File: src/design/bhs_ram.sv
// Generic simple dual-port RAM: one write port, one read port, registered read.
// Standalone; no package needed.
`default_nettype none

module bhs_ram #(
  parameter int WIDTH = 8,
  parameter int DEPTH = 64
) (
  input  wire logic                     clk,
  input  wire logic                     wr_en,
  input  wire logic [$clog2(DEPTH)-1:0] wr_addr,
  input  wire logic [WIDTH-1:0]         wr_data,
  input  wire logic                     rd_en,
  input  wire logic [$clog2(DEPTH)-1:0] rd_addr,
  output logic      [WIDTH-1:0]         rd_data
);

  logic [WIDTH-1:0] mem [DEPTH];

  // Write port
  always_ff @(posedge clk) begin
    if (wr_en) begin
      mem[wr_addr] <= wr_data;
    end
  end

  // Registered read, held while rd_en is low
  always_ff @(posedge clk) begin
    if (rd_en) begin
      rd_data <= mem[rd_addr];
    end
  end

endmodule

`default_nettype wire

File: config.mk
export PLATFORM = sky130hd
export DESIGN_NAME = bhs_ram
export DESIGN_NICKNAME = d
export VERILOG_FILES = /design/src/design/bhs_ram.sv
export SDC_FILE = /design/constraint.sdc
export NUM_CORES = 1
export LEC_CHECK = 0
export BUFFER_PORTS_ARGS = -buffer_cell sky130_fd_sc_hd__buf_4
export CAP_MARGIN = 20
export CELL_PAD_IN_SITES_DETAIL_PLACEMENT = 1
export CELL_PAD_IN_SITES_GLOBAL_PLACEMENT = 1
export CORE_AREA = 2 2 185 205
export DETAILED_ROUTE_END_ITERATION = 10
export DIE_AREA = 0 0 187 207
export HOLD_SLACK_MARGIN = 0.08
export PLACE_DENSITY = 0.86
export SLEW_MARGIN = 20
export SYNTH_ARGS = -nofsm -noshare
export SYNTH_HDL_FRONTEND = slang
export SYNTH_SLANG_ARGS = --single-unit
File: constraint.sdc
create_clock -name clk -period 2.4 [get_ports clk]
set_clock_uncertainty 0.05 [all_clocks]
set_input_delay 0.24 -clock clk [delete_from_list [all_inputs] [get_ports clk]]
set_output_delay 0.24 -clock clk [all_outputs]
set_load 0.005 [all_outputs]
==> impl_metrics.py <==
metrics = {
    "worst_setup_path": {
        "reg2reg_from": "mem[16][4]$_DFFE_PP_",
        "reg2reg_slack_ps": 90,
        "r2r_end": "rd_data[4]$_DFFE_PP_",
        "crit_family": "multiplexers",
        "critPathMaxFanout": 1,
        "cp_cell_sequence": "mux4_2 -> mux2_2 -> o221a_2 -> nor3_1 -> o32ai_1",
        "critPathSlowestCell": "mux4_2",
        "worstPathRequired_ps": 2650,
        "arrival_ps": 2560,
        "crit_type": "reg -> reg",
        "worstPathBufferInverterCount": 0,
        "crit_path_end_kind": "flip-flop",
        "rr_worst_depth": 5,
        "startpoint_type": "flip-flop",
        "max_stage_delay_ps": 470,
    },
    "timing": {
        "min_period_ps": 2314,
        "fin_ws_ps": 86.28,
        "rsz0062_at_grt": "no",
        "fin_crit_sh": 0.9640,
        "tightest_slew_ps": 773.8,
        "clock.fmax_mhz": 432.2,
        "slew_viol_final": 0,
        "setup_tns_ps": 0,
        "finalHoldViolCount": 0,
        "setup_viol": 0,
        "slew_headroom": 0.4841,
        "hold_slack_ps": 132.9,
    },
    "layout": {
        "design_area_um2": 23420,
        "layout.nets": 1124,
        "layout_commonest_cell": "edfxtp_1",
        "fill_cells": 3021,
        "final_cell_mix": "edfxtp_1 (520), buf_4 (147), mux4_2 (126)",
        "final_core_util": 0.6370,
        "fin_cells": 1629,
        "diodes": 0,
        "layout-drive-gt1-share": 0.3207,
        "syn_to_final_growth_pct": 15.65,
    },
    "grt": {
        "grt_pass1_vias": 11420,
        "grt_overflow": 0,
        "grt_pass1_wl_um": 80990,
        "grt_usage": 0.2901,
        "antenna_found_initial": 1,
        "grt_max_degree": 65,
    },
    "power_and_ir_drop": {
        "net-switching-power_mw": 3.949,
        "power.density_nw_per_um2": 793.9,
        "max-vdd-ir-drop_v": 0.0004931,
        "power.share.switching": 0.2124,
        "p_leak_nw": 7.575,
        "p_int_mw": 14.64,
        "comb_power_share": 0.058,
        "seq_power_share": 0.543,
        "total_power_mw": 18.59,
        "pwr-share-clk": 0.399,
    },
    "yosys": {
        "ys_warn_count": 0,
        "synth_cell_types": 39,
        "async_reset_ff_frac": 0,
        "ys_ff_latch": 520,
        "syn_avg_cell_area_um2": 21.54,
        "ys_seq_area_frac": 0.7712,
        "synth-main-ff-cell": "edfxtp_1",
        "syn_area_um2": 20250,
        "syn_inst": 940,
        "synth-edff-count": 520,
        "synth_fp_nets": 963,
    },
    "floorplan": {
        "die-height_um": 207,
        "core.rowCount": 74,
        "die-area_um2": 38710,
        "coreArea_um2": 36760,
        "initial_core_util": 0.5508,
        "die-width_um": 187,
        "io-pin-count": 31,
    },
    "outcome": {
        "status": "complete, no violations",
    },
    "hold_path": {
        "hold_class": "in -> reg",
        "worstHoldStart": "rd_addr[5]",
        "hold_path_depth": 2,
        "holdPathEnd": "rd_data[6]$_DFFE_PP_",
    },
    "clock_tree": {
        "clock_latency_ps": 580,
        "cts_buffers": 48,
        "postCtsSetupBuffers": 0,
        "clkSlewWorstSetupHoldPaths_ps": 60,
        "tritoncts": "done",
        "h-tree-depth": 2,
        "cts-root-buf": "clkbuf_16",
        "cts.sink_count": 520,
        "clockBufferDepth": 3,
    },
    "placement": {
        "place.gp.congestion": 0.7950,
        "hpwl_um": 32340,
        "port_buffers": 30,
        "pre_cts_slack_ps": -139.5,
        "post_dp_cell_area_um2": 21930,
        "dp.cells": 1544,
    },
    "detailed_routing": {
        "vias_per_cell": 6.605,
        "route.detailed.drc": 0,
        "first_pass_iters": 5,
        "post_drt_wl_per_cell_um": 33.41,
        "routed_wl_um": 54420,
        "vias": 10760,
        "drt_iter0_drc": 1300,
        "ant_nets": 0,
    },
    "run": {
        "drv_cap": 0,
    },
}
==> sequential cells by signal, summed over array words and instances, names as in the netlist <==
signal and flops:
mem 512, rd_data 8
==> timing repair <==
| action | CTS | global route |
|---|---|---|
| gates resized for setup | 0 | 0 |
| endpoints found under the hold margin | 8 | 0 |
| hold buffers | 1 | 0 |
==> cell families after synthesis <==
| logic type | share of synthesized area |
|---|---|
| muxes | 0.1588 |
| AOI/OAI and AO/OA | 0.02064 |
| DFF | 0.7712 |
| buffers and inverters | 0.01563 |
| and+or+nand+nor | 0.03374 |
==> synth_stat cells (3+ instances only) <==
master,instances,share of area
edfxtp_1,520,0.77
mux4_2,126,0.14
nor2_1,83,0.015
mux2i_1,23,0.011
nand2_1,19,0.0035
clkbuf_1,17,0.0032
nor2b_1,14,0.0043
buf_4,13,0.0048
mux2_2,13,0.0072
nand3_1,13,0.0032
buf_2,11,0.0027
o221ai_1,8,0.0035
o22ai_1,8,0.0025
nand2b_1,7,0.0022
nor3_1,7,0.0017
a221oi_1,6,0.0026
a211oi_1,4,0.0015
buf_1,4,0.00074
buf_6,4,0.0022
a21oi_1,3,0.00074
a22oi_1,3,0.0011
nand3b_1,3,0.0011
o2111ai_1,3,0.0013
o2bb2ai_1,3,0.0013
==> area by class of cell <==
cell class                      count  area, um^2  share of cell area
Multi-Input combinational cell    369        4315              0.1843
Clock inverter                     26       219.0            0.009351
Sequential cell                   520       15620              0.6669
Tap cell                          494       618.1             0.02640
Clock buffer                       58        1260             0.05381
Timing Repair Buffer              162        1388             0.05926
==> how the worst max path moves through the flow <==
stage                          from                    to  cells after the start
2_1_floorplan            rd_addr[1]  rd_data[3]$_DFFE_PP_                      7
6_report       mem[16][4]$_DFFE_PP_  rd_data[4]$_DFFE_PP_                      5
3_5_place_dp             rd_addr[0]  rd_data[0]$_DFFE_PP_                      7
3_3_place_gp             rd_addr[0]  rd_data[0]$_DFFE_PP_                      7
5_1_grt        mem[21][6]$_DFFE_PP_  rd_data[6]$_DFFE_PP_                      6
4_1_cts        mem[29][4]$_DFFE_PP_  rd_data[4]$_DFFE_PP_                      5
==> power groups by stage <==
stage | combinational (mW) | sequential, mW | clock (mW)
2_1_floorplan | 0.536 | 10.3 | 0
6_report | 1.07 | 10.1 | 7.42
3_5_place_dp | 1.03 | 10.3 | 0
3_3_place_gp | 0.971 | 10.3 | 0
4_1_cts | 1.06 | 10.1 | 7.46
5_1_grt | 1.12 | 10.1 | 7.77
==> layer usage <==
layer,vias to the layer above,share of wire,GRT usage
li1,4256,-,-
met1,5674,0.37,0.3842
met2,663,0.51,0.4793
met3,164,0.080,0.05049
met4,2,0.048,0.1270
met5,-,0.00024,0
Power figures use the tool's default switching activity.
